==> config.mk <==
export PLATFORM = sky130hd
export DESIGN_NAME = sih_hash
export DESIGN_NICKNAME = d
export VERILOG_FILES = /design/src/hdl/sih_pkg.sv /design/src/hdl/sih_hash.sv
export SDC_FILE = /design/constraint.sdc
export NUM_CORES = 1
export LEC_CHECK = 0
export ABC_AREA = 1
export BUFFER_PORTS_ARGS = -buffer_cell sky130_fd_sc_hd__buf_2
export CORE_MARGIN = 10
export CORE_UTILIZATION = 65
export CTS_CLUSTER_SIZE = 20
export DETAILED_ROUTE_END_ITERATION = 8
export PLACE_DENSITY = 0.83
export SLEW_MARGIN = 25
export SYNTH_ARGS = -nofsm -noshare
export SYNTH_HDL_FRONTEND = slang
export SYNTH_SLANG_ARGS = --single-unit
==> constraint.sdc <==
create_clock -name i_clk -period 5.4 [get_ports i_clk]
set_input_delay 1.35 -clock i_clk [delete_from_list [all_inputs] [get_ports i_clk]]
set_output_delay 1.35 -clock i_clk [all_outputs]
set_load 0.03 [all_outputs]
==> src/hdl/sih_pkg.sv <==
// ============================================================================
// sih_pkg
// Shared types and constants for the string intern hash table.
// ============================================================================
package sih_pkg;

    localparam logic [63:0] FNV_BASIS = 64'hCBF29CE484222325;
    localparam logic [63:0] HASH_MULT = 64'h00000100000001B3;

    typedef enum logic [1:0] {
        ST_FOUND    = 2'd0,
        ST_INSERTED = 2'd1,
        ST_FULL     = 2'd2,
        ST_TOO_LONG = 2'd3
    } t_status;

endpackage

==> src/hdl/sih_hash.sv <==
// ============================================================================
// sih_hash
// FNV-1a 64-bit running hash; each byte is folded into the finished hash of the
// byte before. The multiplier is 2^40 + 0x1B3, so the product is a sum of
// shifted copies: stage one forms two partial sums and stage two adds them.
// ============================================================================
module sih_hash
    import sih_pkg::*;
(
    input  logic        i_clk,
    input  logic        i_rst_n,
    input  logic        i_start,
    input  logic [7:0]  i_byte,
    input  logic        i_clear,
    output logic [63:0] o_hash
);

    logic [63:0] r_hash;
    logic [63:0] r_pl;
    logic [63:0] r_ph;
    logic        r_busy;
    logic [63:0] w_x;

    assign w_x = r_hash ^ {56'd0, i_byte};

    // Stage one forms two partial sums of the shifted terms.
    always_ff @(posedge i_clk) begin
        if (i_start) begin
            r_pl <= (w_x << 40) + (w_x << 8) + (w_x << 7) + w_x;
            r_ph <= (w_x << 5) + (w_x << 4) + (w_x << 1);
        end
    end

    // Stage two sums them into the running hash.
    always_ff @(posedge i_clk) begin
        if (!i_rst_n) begin
            r_hash <= FNV_BASIS;
            r_busy <= 1'b0;
        end else begin
            r_busy <= i_start;
            if (i_clear) begin
                r_hash <= FNV_BASIS;
            end else if (r_busy) begin
                r_hash <= r_pl + r_ph;
            end
        end
    end

    assign o_hash = r_hash;

endmodule

==> metrics.cfg, run 1 <==
[sta]
fin_skew_ns=0.0165
report.final.slew_viol_count=0
hold_viol=0
setup_viol=0
rsz0062_at_grt=false
min_period_ns=4.63
slew_headroom=0.350
tightest_slew_ns=0.975
worst_slack_ns=0.767
fmax_ghz=0.216
tns_ns=0
period_share=0.858

[setup_path]
worstPathMaxFanout=5
crit_required_ns=5.65
path_cells=buf_2 -> xor2_1 -> inv_1 -> fa_1 -> inv_1 -> ha_1 -> ha_1 -> inv_1 -> fa_1 -> inv_1 -> nand3_1 -> nand2_2 -> a21boi_2 -> o21ai_2 -> nand2_1 -> nand2_2 -> nand3_1 -> nand3_1 -> nand2_1
slowest_delay_ns=0.50
crit_slowest_cell=fa_1
cp_num_buf_inv=5
critical_path.startpoint=i_byte[1]
start_kind=input pin
worst_setup_path_end_kind=flop
arrival_ns=4.89
crit_type=input pin to flop
critPathTopFamily=adder cells
worstReg2RegStart=o_hash[13]$_SDFFE_PP1P_
crit_path_frequent_cell=inv_1

[clocking]
clock-sinks=189
cts_root_buf=clkbuf_16
cts_buffer_depth=2
clock_latency_ns=0.49
cts-htree-levels=4
cts_hold_buf=0
cts_resized=0
numCtsBuffers=17
clkTransAtPathRegs_ns=0.08
postCtsSetupRepairBufs=0
tritoncts=built

[detailed_routing]
num_vias=24500
routed_wl_um=94500
drt_iter0_markers=2805
wl_per_cell_um=23.1
drc=0
drtPass1Iterations=8
via_per_inst=5.99
final_antenna_net_count=0

[power]
fin_total_pwr_mw=11.5
ir_worst_vdd_mv=0.275
leakagePower_nw=13.0
power.density_nw_per_um2=449

[logic_synthesis]
synth_compound_area_frac=0.118
yosysUniqueCellTypes=49
synth_area_um2=24300
synth_top_family_by_area=simple AND/OR/NAND/NOR gates
synth_mux_area_frac=0
synth_fa_ha_area_frac=0.217
synth_xor_area_frac=0.0483
synth_edf_count=124
ys_seq_elements=189
async_flop_share=0
syn_avg_cell_area_um2=6.80
synth_cells=3576
syn_nets=3932
synth_ff_type=edfxtp_1
yosys.area_share.simple=0.279
ys_seq_area_frac=0.207
synth_warnings=0

[floorplan]
die_h_um=213
ios=76
core-area_um2=36800
start_util=0.661
chipWidth_um=213
num_rows=70
die_area_um2=45500

[final_layout]
fin_area_um2=25500
n_fill_cell=3222
drive_gt1_frac=0.0747
layout_common_cells=926 x nand2_1, 706 x inv_1, 326 x nor2_1
areaGrowthSynthToFinish_pct=5.03
final_common_cell=nand2_1
regArea_um2=5030
multi_input_area_um2=16100
nets=3970

[place]
hpwl_um=78600
port_buffers=75
post_dp_cell_area_um2=24900
gp_congestion=1.09
place_ws_ns=0.361

[global_route]
grt_max_degree=73
gr-total-overflow=0
grt_pass1_wl_um=139000
track_usage=0.417
grt_pass1_vias=23900
antenna_found_initial=2

[status]
status=finished, final reports clean

[hold_path]
hold_path_class=flop to flop
min-delay-start=o_hash[0]$_SDFFE_PP1P_

[flow_run]
cap_violations=0

## worst paths after layout
kind | end | slack, ns | cells after the start
max | r_pl[47]$_DFFE_PP_ | 0.77 | 19
min | o_hash[0]$_SDFFE_PP1P_ | 0.52 | 2
max reg2reg | r_pl[58]$_DFFE_PP_ | 1.25 | 14
min reg2reg | o_hash[0]$_SDFFE_PP1P_ | 0.52 | 2
## stage by stage
stage,hold WS [ns],util,cells
after CTS,0.515,0.693,4094
after floorplan,0.470,-,3576
after global placement,0.489,0.677,4062
after detailed placement,0.504,0.677,4062
final,0.520,0.694,4096
after global routing,0.545,0.694,4095
## flip-flops by register name, indices dropped and copies added (netlist names)
register,cells
r_ph,60
r_pl,64
o_hash,64
r_busy,1
## worst reg2reg max path, cell delays in order (launching register included)
cell and delay [ns]:
dfxtp_1 0.58, inv_1 0.43, fa_1 0.63, fa_1 0.52
inv_1 0.05, ha_1 0.51, nand2_1 0.17, nor2_1 0.17
inv_1 0.10, nor2_1 0.18, nand2_1 0.11, nor3_1 0.16
nand2_1 0.15, nand3_1 0.12, nand2_1 0.05
## per-layer routing
| metal | up-vias | share of wire | GRT usage | routed length (um) |
|---|---|---|---|---|
| met1 | 11300 | 0.36 | 0.499 | 34200 |
| met2 | 1566 | 0.43 | 0.637 | 40600 |
| li1 | 11300 | - | - | - |
| met5 | - | 0.00095 | 0 | 90 |
| met3 | 381 | 0.13 | 0.136 | 12700 |
| met4 | 2 | 0.074 | 0.270 | 6950 |
## cell families (layout without fill, tap and decap cells)
kind of cell / count (synthesis) / count (layout)
DFF: 189 / 189
other: 0 / 1
adders and majority gates: 344 / 344
buffers and inverters: 795 / 846
AOI/OAI and AO/OA: 515 / 515
xor gates and xnor gates: 134 / 134
and+or+nand+nor: 1599 / 1599
## cell usage after synthesis (4+ instances only)
cell	number	area, um^2
inv_1	706	2650
nand3b_1	9	67.6
o21bai_1	35	263
buf_4	56	420
nand2_2	36	225
nand3_1	171	856
inv_2	13	48.8
nor2_1	326	1220
fa_1	129	2580
edfxtp_1	124	3720
nand2_1	926	3480
or2_2	4	25.0
nand3_2	10	100
dfxtp_1	65	1300
nor3_2	9	90.1
nand4_1	21	131
o21ai_2	8	70.1
xnor2_1	32	280
xor2_1	102	893
clkbuf_1	15	56.3
o21a_1	7	52.6
a21oi_2	8	70.1
ha_1	215	2690
nor4_2	6	75.1
a31oi_1	11	68.8
nor3_1	25	125
o21ai_0	132	661
nor2_2	41	257
a21o_1	12	90.1
o21ai_1	14	70.1
a21oi_1	268	1340
o211ai_1	8	60.1
## report_power, final
group          total (mW)  switching [mW]  internal (mW)
Combinational        7.59            5.22           2.37
Clock                1.37           0.730          0.636
Sequential           2.50           0.455           2.05
Total                11.5            6.41           5.05
## cell type report
type / instances / share of cell area
multi-input cells: 2592 / 0.630
flip-flops and latches: 189 / 0.197
inverters: 720 / 0.106
well taps: 468 / 0.0229
repair buffers: 94 / 0.0212
clock buffers: 19 / 0.0173
clock inverters: 13 / 0.00564
diodes: 1 / 0.0000980
(Power assumes the default switching activity.)
==> inputs of run 2 (changes only) <==
--- a/config.mk
+++ b/config.mk
@@ -5,7 +5,6 @@
 export SDC_FILE = /design/constraint.sdc
 export NUM_CORES = 1
 export LEC_CHECK = 0
-export ABC_AREA = 1
 export BUFFER_PORTS_ARGS = -buffer_cell sky130_fd_sc_hd__buf_2
 export CORE_MARGIN = 10
 export CORE_UTILIZATION = 65
==> run 2 against run 1 <==
Via count fell by 32%. Critical path type unchanged. Largest power group unchanged. Critical path depth rose by 2. Critical endpoint is now r_ph[57]$_DFFE_PP_. Non-clock buffer count rose by 88.
==> metrics.cfg, run 2 <==
[final_layout]
final_common_cell=inv_1
nets=2612
areaGrowthSynthToFinish_pct=8.14
utilization=0.710
drive_gt1_frac=0.107
diodes=0
stdcell_count=2665
layout_common_cells=225 x inv_1, 215 x ha_1, 197 x a21oi_1

[floorplan]
core-area_um2=30500
start_util=0.656
die_h_um=196
ios=76
chipWidth_um=196
die_area_um2=38200
num_rows=64

[logic_synthesis]
ys_seq_area_frac=0.251
yosysMostFrequentCell=inv_1
yosysUniqueCellTypes=72
async_flop_share=0
syn_avg_cell_area_um2=9.11
synth_cells=2197
synth_edf_count=124
syn_nets=2553
synth_top_area_share=0.186
synth_commonest_cells=225 x inv_1, 215 x ha_1, 197 x a21oi_1
yosys-top-cells-area=edfxtp_1 19%, ha_1 13%, fa_1 13%
synth_area_um2=20000
synth_ff_type=edfxtp_1
ys_seq_elements=189
yosysTopAreaCell=edfxtp_1
synth_warnings=0

[flow_run]
cap_violations=0

[clocking]
cts_hold_buf=0
cts_buffer_depth=2
cts_root_buf=clkbuf_16
clock_latency_ns=0.46
numCtsBuffers=17
clock-sinks=189
cts-htree-levels=4
tritoncts=built
clkTransAtPathRegs_ns=0.07

[power]
ir_worst_vdd_mv=0.534
power.density_nw_per_um2=707
fin_total_pwr_mw=15.3
leakagePower_nw=10.0

[global_route]
antenna_found_initial=0
gr-total-overflow=0
grt_pass1_vias=16700
grt_pass1_wl_um=92800
track_usage=0.306
grt_max_degree=76

[setup_path]
crit_required_ns=5.60
r2r_slack_ns=0.54
crit_type=input pin to flop
worst_setup_path_end_kind=flop
arrival_ns=5.49
start_kind=input pin
worstPathMaxFanout=3

[detailed_routing]
routed_wl_um=59000
wl_per_cell_um=22.1
drtPass1Iterations=6
final_antenna_net_count=0
via_per_inst=6.30
drt_iter0_markers=1553
drc=0
num_vias=16800

[sta]
slew_headroom=0.304
setup_viol=0
min_period_ns=5.29
hold_slack_ns=0.520
period_share=0.979
fmax_ghz=0.189
tightest_slew_ns=1.04
fin_skew_ns=0.0148
hold_viol=0
report.final.slew_viol_count=0

[place]
port_buffers=75
hpwl_um=47200
gp_congestion=1.00
dpl.cell_count=2630

[hold_path]
hold_path_class=flop to flop

[status]
status=finished, final reports clean

[run 2: cells by family (layout without fill, tap and decap cells)]
group / Yosys count / after routing / synth area share
AO/OA/AOI/OAI: 626 / 626 / 0.201
AND/OR/NAND/NOR: 451 / 451 / 0.107
buffers and inverters: 367 / 439 / 0.0797
adder cells (fa/ha/maj): 344 / 344 / 0.263
XOR/XNOR: 194 / 194 / 0.0849
flip-flops: 189 / 189 / 0.251
multiplexers: 26 / 26 / 0.0130
[run 2: layout make-up]
cell class / instances / area (um^2)
Clock buffer: 26 / 564
Fill cell: 2370 / 8860
Multi-Input combinational cell: 1641 / 13500
Clock inverter: 6 / 66.3
Tap cell: 396 / 495
Inverter: 225 / 845
Sequential cell: 189 / 5030
Timing Repair Buffer: 182 / 1180
[run 2: path summary, 6_finish.rpt]
path,start,end,depth (start not counted)
setup / recovery,i_byte[0],r_ph[57]$_DFFE_PP_,21
hold / removal,r_pl[0]$_DFFE_PP_,o_hash[0]$_SDFFE_PP1P_,2
setup reg to reg,o_hash[8]$_SDFFE_PP1P_,r_pl[57]$_DFFE_PP_,18
hold reg to reg,r_pl[0]$_DFFE_PP_,o_hash[0]$_SDFFE_PP1P_,2
[run 2: report_power, final]
part	internal (mW)	switching, mW	leakage (nW)	total, mW
logic	4.61	6.51	7.97	11.1
clock network	0.775	0.584	0.307	1.36
registers	2.41	0.412	1.72	2.82
[run 2: critical path, stage by stage]
cell and delay (ns):
buf_2 0.10, xor2_1 0.21, inv_1 0.14, xnor2_1 0.15
ha_1 0.28, ha_1 0.19, fa_1 0.21, a21o_1 0.13
a21oi_1 0.09, o21ai_0 0.34, a21oi_1 0.15, buf_4 0.16
or3_4 0.40, a2111oi_4 0.43, o211a_1 0.29, o21ai_2 0.13
buf_4 0.15, buf_4 0.13, nor4_1 0.25, nor2_1 0.09
xnor2_1 0.13
[run 2: metal layers]
layer  up-vias  routed length [um]  GRT usage
li1       7809                   -          -
met3       130                4460     0.0546
met5         -                   0          0
met2       719               27500      0.493
met1      8132               25000      0.404
met4         0                2070      0.111
[run 2: repair_timing]
action | 4_1_cts | 5_1_grt
endpoints found under the hold margin | 0 | 0
resized for setup | 0 | 7
setup endpoints to repair | 0 | 11
setup buffers | 0 | 3
[run 2: stage by stage]
stage	area [um^2]	setup slack, ns	TNS [ns]
4_1_cts	21600	0.0513	0
3_3_place_gp	20900	-0.232	-1.71
5_1_grt	21700	-0.0117	-0.0117
6_report	21700	0.112	0
3_5_place_dp	20900	-0.430	-4.20
2_1_floorplan	20000	0.0168	0
