===== src/hdl/sih_ram.sv =====
// ============================================================================
// sih_ram
// Generic single-port-write, single-port-read RAM with registered read data.
// ============================================================================
module sih_ram #(
    parameter int WIDTH = 8,
    parameter int DEPTH = 64
) (
    input  logic                     i_clk,
    input  logic                     i_we,
    input  logic [$clog2(DEPTH)-1:0] i_waddr,
    input  logic [WIDTH-1:0]         i_wdata,
    input  logic [$clog2(DEPTH)-1:0] i_raddr,
    output logic [WIDTH-1:0]         o_rdata
);

    logic [WIDTH-1:0] r_mem [DEPTH];

    // Write port and registered read port.
    always_ff @(posedge i_clk) begin
        if (i_we) begin
            r_mem[i_waddr] <= i_wdata;
        end
        o_rdata <= r_mem[i_raddr];
    end

endmodule


===== config.mk =====
export PLATFORM = sky130hd
export DESIGN_NAME = sih_ram
export DESIGN_NICKNAME = d
export VERILOG_FILES = /design/src/hdl/sih_ram.sv
export SDC_FILE = /design/constraint.sdc
export NUM_CORES = 1
export LEC_CHECK = 0
export BUFFER_PORTS_ARGS = -buffer_cell sky130_fd_sc_hd__buf_2
export CORE_MARGIN = 4
export CORE_UTILIZATION = 45
export DETAILED_ROUTE_END_ITERATION = 12
export SLEW_MARGIN = 20
export SYNTH_ARGS = -nofsm -noshare
export SYNTH_HDL_FRONTEND = slang
export SYNTH_SLANG_ARGS = --single-unit

===== constraint.sdc =====
create_clock -name i_clk -period 2.6 [get_ports i_clk]
set_input_delay 0.13 -clock i_clk [delete_from_list [all_inputs] [get_ports i_clk]]
set_output_delay 0.13 -clock i_clk [all_outputs]
set_load 0.005 [all_outputs]

==> out/metrics.cfg, run 1 <==
[die]
die_area_um2 = 48300
ios = 30
core_area_um2 = 44200
start_util = 0.456
fp-row-count = 77
die_x_um = 220
die_h_um = 220

[outcome]
status = finished, final reports clean

[timing]
finalClockSkew_ps = 24.9
setup_violations = 0
fin_setup_tns_ps = 0
fmax_mhz = 467
drv_slew = 0
fin_crit_sh = 0.823
worst_pin_slew_ps = 834
period_minus_slack_ps = 2140
hold_violations = 0
slew_headroom = 0.444
rsz0062_at_grt = no
holdWs_ps = 36.6
setup_ws_ps = 460

[synthesis]
synthTopCellsByArea = edfxtp_1 (76%), mux4_2 (14%), nor2_1 (1.5%)
ys_ff_latch = 520
ys_seq_area_frac = 0.770
syn_nets = 962
synth_area_leader_cell = edfxtp_1
mappedNetlistArea_um2 = 20200
synth.distinct_cells = 40
synth.top_cell.area_share = 0.762
syn_inst = 940
ys_warn_count = 0
avgSynthCellArea_um2 = 21.5

[clock_tree]
cts_sinks = 520
h-tree-depth = 2
clk_pin_slew_ps = 60
clock_latency_ps = 590
cts_tree = done
cts_setup_buffers = 0
cts_buffers = 53
cts_buffer_depth = 3
cts_root_buf = clkbuf_16

[power_and_ir_drop]
power_leakage_nw = 7.50
pwr_density_cell_nw_per_um2 = 742
ir_drop_uv = 447
power.total_mw = 17.4

[finish]
fin_nets = 1114
layout-drive-gt1-share = 0.318
multiInputGateArea_um2 = 4320
nFillCells = 3449
areaGrowthSynthToFinish_pct = 15.9
fin_area_um2 = 23400
ff_latch_area_um2 = 15500
final_util = 0.529
stdcell_count = 1730

[detailed_routing]
vias_per_cell = 5.73
ant_nets = 0
vias = 9917
drt-pass1-iter-count = 5
routedWlPerCell_um = 26.8
drc = 0
dr.first_iter.drc_count = 1150
finalWirelength_mm = 46.4

[job]
drv_cap = 0

[critical_path]
worst-setup-path-type = register to register
worstPathRequired_ps = 3050
cp-start-kind = register
cp-end-kind = register
worstPathArrival_ps = 2590
cp_max_fo = 1

[global_route]
grt.overflow.total = 0
grt_pass1_vias = 10013
grt_max_degree = 65
grt_usage = 0.196
grt_antenna_before_repair = 3
grt_pass1_wl_mm = 68.6

[placed_design]
dp_hpwl_mm = 29.4
placed_area_um2 = 21700
place.port_buffers = 29
place_congestion = 0.811
dp.cells = 1625
place_ws_ps = -107

[worst_hold_path]
hold_class = input pin to register

[registers in the layout, indices dropped and copies added, names as in the netlist]
register and cells:
o_rdata 8, r_mem 512
[synthesized netlist by cell type]
cell	instances
buf_2	11
buf_1	4
o22ai_1	8
nor2b_1	14
o2111ai_1	3
mux2i_1	23
clkbuf_1	17
o21ai_0	2
nand4_1	2
o32ai_1	2
and2_1	1
o221ai_1	8
mux4_2	126
o21a_1	2
o2bb2ai_1	3
or3_1	1
mux2_2	13
a2111oi_0	2
nor3_1	7
o21ai_1	2
a31oi_1	1
nand3b_1	3
a21oi_1	3
a221oi_1	6
buf_12	2
nand4b_1	1
buf_6	4
nand3_1	13
o221a_2	2
buf_4	13
a22oi_1	3
o311ai_1	1
edfxtp_1	512
o41ai_1	2
nand2_1	19
nand2b_1	7
nor2_1	83
a211oi_1	4
dfxtp_1	8
nor4_1	2
[repair_timing]
item	4_1_cts	5_1_grt
resized for setup	0	0
hold endpoints to repair	33	0
hold buffers	4	0
[metal layers]
metal / vias to the layer above / share of wire / global-route usage
met4: 0 / 0.021 / 0.0494
met2: 314 / 0.49 / 0.313
met5: - / 0 / 0
li1: 4243 / - / -
met1: 5300 / 0.44 / 0.283
met3: 60 / 0.057 / 0.0393
[layout make-up]
type	instances	share of cell area
timing repair buffer	148	0.0497
clock buffer	66	0.0588
tap	592	0.0317
antenna	5	0.000535
clock inverter	30	0.0103
multi-input combinational	369	0.185
sequential	520	0.664
[path summary, 6_finish.rpt]
check,start,end,slack [ps],depth (start not counted)
setup / recovery,r_mem[28][4],o_rdata[4],460,5
hold / removal,i_wdata[3],r_mem[20][3],40,2
setup reg to reg,r_mem[28][4],o_rdata[4],460,5
hold reg to reg,r_mem[7][7],o_rdata[7],830,4
[critical path, cell delays in order, from the launching register on]
cell and delay [ps]:
edfxtp_1 360, mux4_2 460, mux2_2 280, o221a_2 280, nor3_1 460, o32ai_1 150
[layout by cell type (no fill, tap or decap), drive strengths merged, types with 13 or more instances in the layout]
cell	count
nand2	19
mux2	13
nor2b	14
nand3	13
edfxtp	512
mux2i	23
clkinv	21
buf	143
clkbuf	67
nor2	83
mux4	126
[power breakdown]
part / switching, mW / internal (mW) / leakage (nW)
clock network: 3.08 / 4.05 / 0.784
logic: 0.542 / 0.371 / 2.04
registers: 0.0347 / 9.28 / 4.67
total: 3.66 / 13.7 / 7.50
[kinds of logic after synthesis]
family | after synthesis | synth area share
flip-flops | 520 | 0.770
multiplexers | 162 | 0.159
AND/OR/NAND/NOR | 153 | 0.0339
AO/OA/AOI/OAI | 54 | 0.0207
buffers and inverters | 51 | 0.0157
Power figures use the tool's default switching activity.
==> run 2, diff against run 1 <==
==> constraint.sdc (replaced) <==
create_clock -name i_clk -period 2.2 [get_ports i_clk]
set_input_delay 0.11 -clock i_clk [delete_from_list [all_inputs] [get_ports i_clk]]
set_output_delay 0.11 -clock i_clk [all_outputs]
set_load 0.005 [all_outputs]
==> out/metrics.cfg, run 2 (same netlist as run 1, synthesis figures left out) <==
[timing]
setup_ws_ps = 223  ; was 460 ps
finalClockSkew_ps = 18.9  ; was 24.9 ps
rsz0062_at_grt = no  ; unchanged
slew_headroom = 0.554  ; was 0.444
setup_violations = 0  ; unchanged
period_minus_slack_ps = 1980  ; was 2140 ps
worst_pin_slew_ps = 669  ; was 834 ps
fin_setup_tns_ps = 0  ; unchanged
fin_crit_sh = 0.899  ; was 0.823
drv_slew = 0  ; unchanged
hold_violations = 0  ; unchanged
fmax_mhz = 506  ; was 467 MHz

[die]
fp-row-count = 77  ; unchanged
die_area_um2 = 48300  ; unchanged
die_x_um = 220  ; unchanged
start_util = 0.456  ; unchanged
core_area_um2 = 44200  ; unchanged
ios = 30  ; unchanged
die_h_um = 220  ; unchanged

[detailed_routing]
finalWirelength_mm = 45.7  ; was 46.4 mm
drt-pass1-iter-count = 4  ; was 5
routedWlPerCell_um = 26.2  ; was 26.8 um
dr.first_iter.drc_count = 1094  ; was 1,150
drc = 0  ; unchanged
vias = 9787  ; was 9,917
ant_nets = 0  ; unchanged
vias_per_cell = 5.62  ; was 5.73

[placed_design]
place_congestion = 0.805  ; was 0.811
dp_hpwl_mm = 29.5  ; was 29.4 mm
place.port_buffers = 29  ; unchanged
place_ws_ps = -39.5  ; was -107 ps
placed_area_um2 = 21900  ; was 21,700 um2

[power_and_ir_drop]
power.total_mw = 20.4  ; was 17.4 mW
swShare = 0.207  ; was 0.211
clkPwrFrac = 0.407  ; was 0.411
ir_drop_uv = 671  ; was 447 uV
pwr-share-comb = 0.054  ; was 0.053
pwr-share-seq = 0.539  ; was 0.537
power_switching_mw = 4.22  ; was 3.66 mW
pwr_density_cell_nw_per_um2 = 869  ; was 742 nW/um2
power_leakage_nw = 7.58  ; was 7.50 nW
internal_power_mw = 16.2  ; was 13.7 mW

[critical_path]
crit_end = o_rdata[6]  ; was o_rdata[4]
cp-start-kind = register  ; unchanged
rr_endpoint = o_rdata[6]  ; was o_rdata[4]
worst-r2r-cell-count = 6  ; was 5
crit_path_start = r_mem[21][6]  ; was r_mem[28][4]
worstPathRequired_ps = 2650  ; was 3050 ps
cp-end-kind = register  ; unchanged
cp_cell_sequence = mux4_2 -> mux2_2 -> o221a_2 -> nor3_1 -> buf_4 -> o32ai_1  ; was mux4_2 -> mux2_2 -> o221a_2 -> nor3_1 -> o32ai_1
worst-setup-path-type = register to register  ; unchanged
cp_max_fo = 1  ; unchanged
rr_startpoint = r_mem[21][6]  ; was r_mem[28][4]
rrSetupSlack_ps = 220  ; was 460 ps
worstPathArrival_ps = 2420  ; was 2590 ps
cp_slowest_cell = mux4_2  ; unchanged
critPathMaxStageDelay_ps = 470  ; was 460 ps

[worst_hold_path]
hold_class = input pin to register  ; unchanged
worstHoldStart = i_wdata[0]  ; was i_wdata[3]

[finish]
mostFrequentLayoutCells = edfxtp_1 (512), mux4_2 (126), buf_4 (118)  ; was edfxtp_1 (512), mux4_2 (126), buf_4 (109)
reg_top3 = r_mem (512), o_rdata (8)  ; unchanged
largest-register = r_mem  ; unchanged
fin_nets = 1127  ; was 1,114
layout-drive-gt1-share = 0.316  ; was 0.318
final_common_cell = edfxtp_1  ; unchanged
nFillCells = 3424  ; was 3,449
final_util = 0.532  ; was 0.529
fin_area_um2 = 23500  ; was 23,400 um2
largest_register_ffs = 512  ; unchanged
areaGrowthSynthToFinish_pct = 16.6  ; was 15.9%

[clock_tree]
cts_root_buf = clkbuf_16  ; unchanged
h-tree-depth = 2  ; unchanged
cts_buffer_depth = 3  ; unchanged
clock_latency_ps = 590  ; about the same
clk_pin_slew_ps = 60  ; about the same
cts_setup_buffers = 0  ; unchanged
cts_buffers = 53  ; unchanged
cts_tree = done  ; unchanged
cts_sinks = 520  ; unchanged

[global_route]
grt_pass1_vias = 10172  ; was 10,013
grt_pass1_wl_mm = 68.4  ; was 68.6 mm
grt_usage = 0.197  ; was 0.196
grt.overflow.total = 0  ; unchanged
grt_max_degree = 65  ; unchanged
grt_antenna_before_repair = 2  ; was 3

[outcome]
status = finished, final reports clean  ; unchanged

[job]
drv_cap = 0  ; unchanged

run 2: cell types whose count changed in the layout (fill, tap and decap cells not counted):
cell	before	now
clkbuf_1	13	15
clkinv_1	8	18
inv_6	2	1
buf_4	109	118
diode_2	5	2
clkinv_4	2	0
clkinv_2	11	5
bufinv_16	3	2
clkbuf_16	53	55
clkinvlp_4	4	1
buf_12	8	12
run 2: worst min path at each step:
stage | endpoint | slack (ps) | depth (start not counted)
floorplan | r_mem[0][0] | 210 | 0
global placement | r_mem[16][3] | 520 | 1
detailed placement | r_mem[20][3] | 530 | 1
CTS | r_mem[48][2] | 20 | 2
global route | r_mem[10][0] | 20 | 1
finish | r_mem[18][0] | 20 | 1
run 2: power groups by stage:
stage | logic [mW] | registers, mW | clock network [mW]
final | 1.09 | 11.0 | 8.32
after global routing | 1.18 | 11.0 | 8.96
after CTS | 1.11 | 11.0 | 8.51
after detailed placement | 1.11 | 11.2 | 0
after global placement | 1.08 | 11.2 | 0
after floorplan | 0.584 | 11.2 | 0
run 2: cell type report:
type                       instances  area, um2  share of cell area
sequential                       520      15500               0.661
multi-input combinational        369       4320               0.184
clock buffer                      70       1430              0.0609
timing repair buffer             161       1310              0.0557
tap                              592        741              0.0315
clock inverter                    27        169             0.00719
antenna                            2       5.00            0.000213
run 2: critical path: cells and delay by family (launching register included):
family	cells	cell delay, ps
multiplexers	2	770
flip-flops	1	360
AO/OA/AOI/OAI	2	360
AND/OR/NAND/NOR	1	200
buffers and inverters	1	160
run 2: metal layers:
layer,GRT usage,part of all wire
met1,0.286,0.43
met2,0.305,0.48
met3,0.0382,0.062
met4,0.0615,0.027
met5,0,0.00024
run 2: stage by stage:
stage	hold WS, ps	std cells
finish	19.2	1741
detailed placement	526	1638
global route	20.1	1739
global placement	518	1637
CTS	20.2	1739
floorplan	209	940
run 2: repair_timing:
action                                 4_1_cts  5_1_grt
gates resized for setup                      0        0
endpoints found under the hold margin       59        0
hold buffers                                 4        0
==> run 3, diff against run 2 <==
==> constraint.sdc (replaced) <==
create_clock -name i_clk -period 2.2 [get_ports i_clk]
set_input_delay 0.33 -clock i_clk [delete_from_list [all_inputs] [get_ports i_clk]]
set_output_delay 0.33 -clock i_clk [all_outputs]
set_load 0.005 [all_outputs]
==> out/metrics.cfg, run 3 (same netlist as run 1, synthesis figures left out) <==
[die]
die_x_um = 220  ; unchanged
start_util = 0.456  ; unchanged
ios = 30  ; unchanged
die_area_um2 = 48300  ; unchanged
core_area_um2 = 44200  ; unchanged
die_h_um = 220  ; unchanged
fp-row-count = 77  ; unchanged

[detailed_routing]
vias = 9874  ; was 9,787
drc = 0  ; unchanged
finalWirelength_mm = 45.7  ; about the same
dr.first_iter.drc_count = 1013  ; was 1,094
drt-pass1-iter-count = 5  ; was 4
ant_nets = 0  ; unchanged
vias_per_cell = 5.64  ; was 5.62
routedWlPerCell_um = 26.1  ; was 26.2 um

[clock_tree]
cts_root_buf = clkbuf_16  ; unchanged
cts_sinks = 520  ; unchanged
cts_tree = done  ; unchanged
cts_resized = 0  ; unchanged
clk_pin_slew_ps = 60  ; about the same
cts_buffer_depth = 3  ; unchanged
clock_latency_ps = 580  ; was 590 ps
cts_buffers = 53  ; unchanged
hold_buffers = 0  ; was 4
h-tree-depth = 2  ; unchanged
cts_setup_buffers = 0  ; unchanged

[critical_path]
cp_cell_sequence = mux4_2 -> mux2_2 -> o221a_2 -> nor3_1 -> buf_4 -> o32ai_1  ; unchanged
cp_max_fo = 1  ; unchanged
cp-start-kind = register  ; unchanged
cpLargestDelayFamily = multiplexers  ; unchanged
worst-setup-path-type = register to register  ; unchanged
cp_num_buf_inv = 1  ; unchanged
worstPathRequired_ps = 2640  ; was 2650 ps
worstPathArrival_ps = 2440  ; was 2420 ps
cp-end-kind = register  ; unchanged
cp_slowest_cell = mux4_2  ; unchanged
critPathMaxStageDelay_ps = 470  ; about the same
rrSetupSlack_ps = 210  ; was 220 ps

[timing]
period_minus_slack_ps = 1990  ; was 1980 ps
hold_violations = 0  ; unchanged
worst_pin_slew_ps = 769  ; was 669 ps
drv_slew = 0  ; unchanged
setup_violations = 0  ; unchanged
fin_crit_sh = 0.906  ; was 0.899
finalClockSkew_ps = 13.4  ; was 18.9 ps
fin_setup_tns_ps = 0  ; unchanged
slew_headroom = 0.487  ; was 0.554
rsz0062_at_grt = no  ; unchanged
fmax_mhz = 502  ; was 506 MHz

[power_and_ir_drop]
ir_drop_uv = 624  ; was 671 uV
power.total_mw = 20.7  ; was 20.4 mW
power_leakage_nw = 7.70  ; was 7.58 nW
pwr_density_cell_nw_per_um2 = 872  ; was 869 nW/um2

[global_route]
grt_pass1_wl_mm = 68.1  ; was 68.4 mm
grt_pass1_vias = 10152  ; was 10,172
grt_max_degree = 65  ; unchanged
grt.overflow.total = 0  ; unchanged
grt_antenna_before_repair = 4  ; was 2
grt_usage = 0.195  ; was 0.197

[finish]
largest-register = r_mem  ; unchanged
final_common_cell = edfxtp_1  ; unchanged
multiInputGateArea_um2 = 4320  ; unchanged
nFillCells = 3413  ; was 3,424
ff_latch_area_um2 = 15500  ; unchanged
reg_top3 = r_mem (512), o_rdata (8)  ; unchanged
areaGrowthSynthToFinish_pct = 17.5  ; was 16.6%
fin_nets = 1142  ; was 1,127
layout-drive-gt1-share = 0.336  ; was 0.316
mostFrequentLayoutCells = edfxtp_1 (512), buf_4 (132), mux4_2 (126)  ; was edfxtp_1 (512), mux4_2 (126), buf_4 (118)
largest_register_ffs = 512  ; unchanged

[placed_design]
place.port_buffers = 29  ; unchanged
place_congestion = 0.802  ; was 0.805
dp_hpwl_mm = 29.2  ; was 29.5 mm

[worst_hold_path]
hold_class = input pin to register  ; unchanged

[outcome]
status = finished, final reports clean  ; unchanged

[job]
drv_cap = 0  ; unchanged

## run 3: path summary, 6_finish.rpt
check | from | end | depth (start not counted)
worst max-delay path | r_mem[29][4] | o_rdata[4] | 6
worst min-delay path | i_raddr[5] | o_rdata[1] | 3
worst max register to register | r_mem[29][4] | o_rdata[4] | 6
worst min register to register | r_mem[22][2] | o_rdata[2] | 4
## run 3: power breakdown
part,switching [mW],internal (mW)
sequential,0.0435,11.0
clock,3.56,4.98
combinational,0.636,0.487
## run 3: worst register-to-register path, stage by stage (launching register included)
cell and delay (ps):
edfxtp_1 370, mux4_2 480, mux2_2 280, o221a_2 280, nor3_1 210, buf_4 160
o32ai_1 80
## run 3: final cells by class
class	count	share of cell area
Antenna cell	2	0.000211
Clock inverter	28	0.0112
Tap cell	592	0.0312
Sequential cell	520	0.655
Clock buffer	64	0.0577
Timing Repair Buffer	176	0.0622
Multi-Input combinational cell	369	0.182
## run 3: per-stage QoR
stage / setup slack (ps) / utilization / instance area (um2) / hold slack, ps / cells
after floorplan: 202 / - / 20200 / 429 / 940
after global routing: 98.7 / 0.536 / 23700 / 214 / 1749
final: 208 / 0.536 / 23700 / 195 / 1751
after CTS: 204 / 0.536 / 23700 / 156 / 1749
after detailed placement: -301 / 0.499 / 22100 / 774 / 1657
after global placement: -230 / 0.499 / 22100 / 771 / 1657
## run 3: layer usage
| layer | wire length [um] | GRT usage |
|---|---|---|
| met1 | 19600 | 0.279 |
| met2 | 21800 | 0.307 |
| met4 | 1240 | 0.0611 |
| met5 | 13 | 0 |
| met3 | 3040 | 0.0378 |
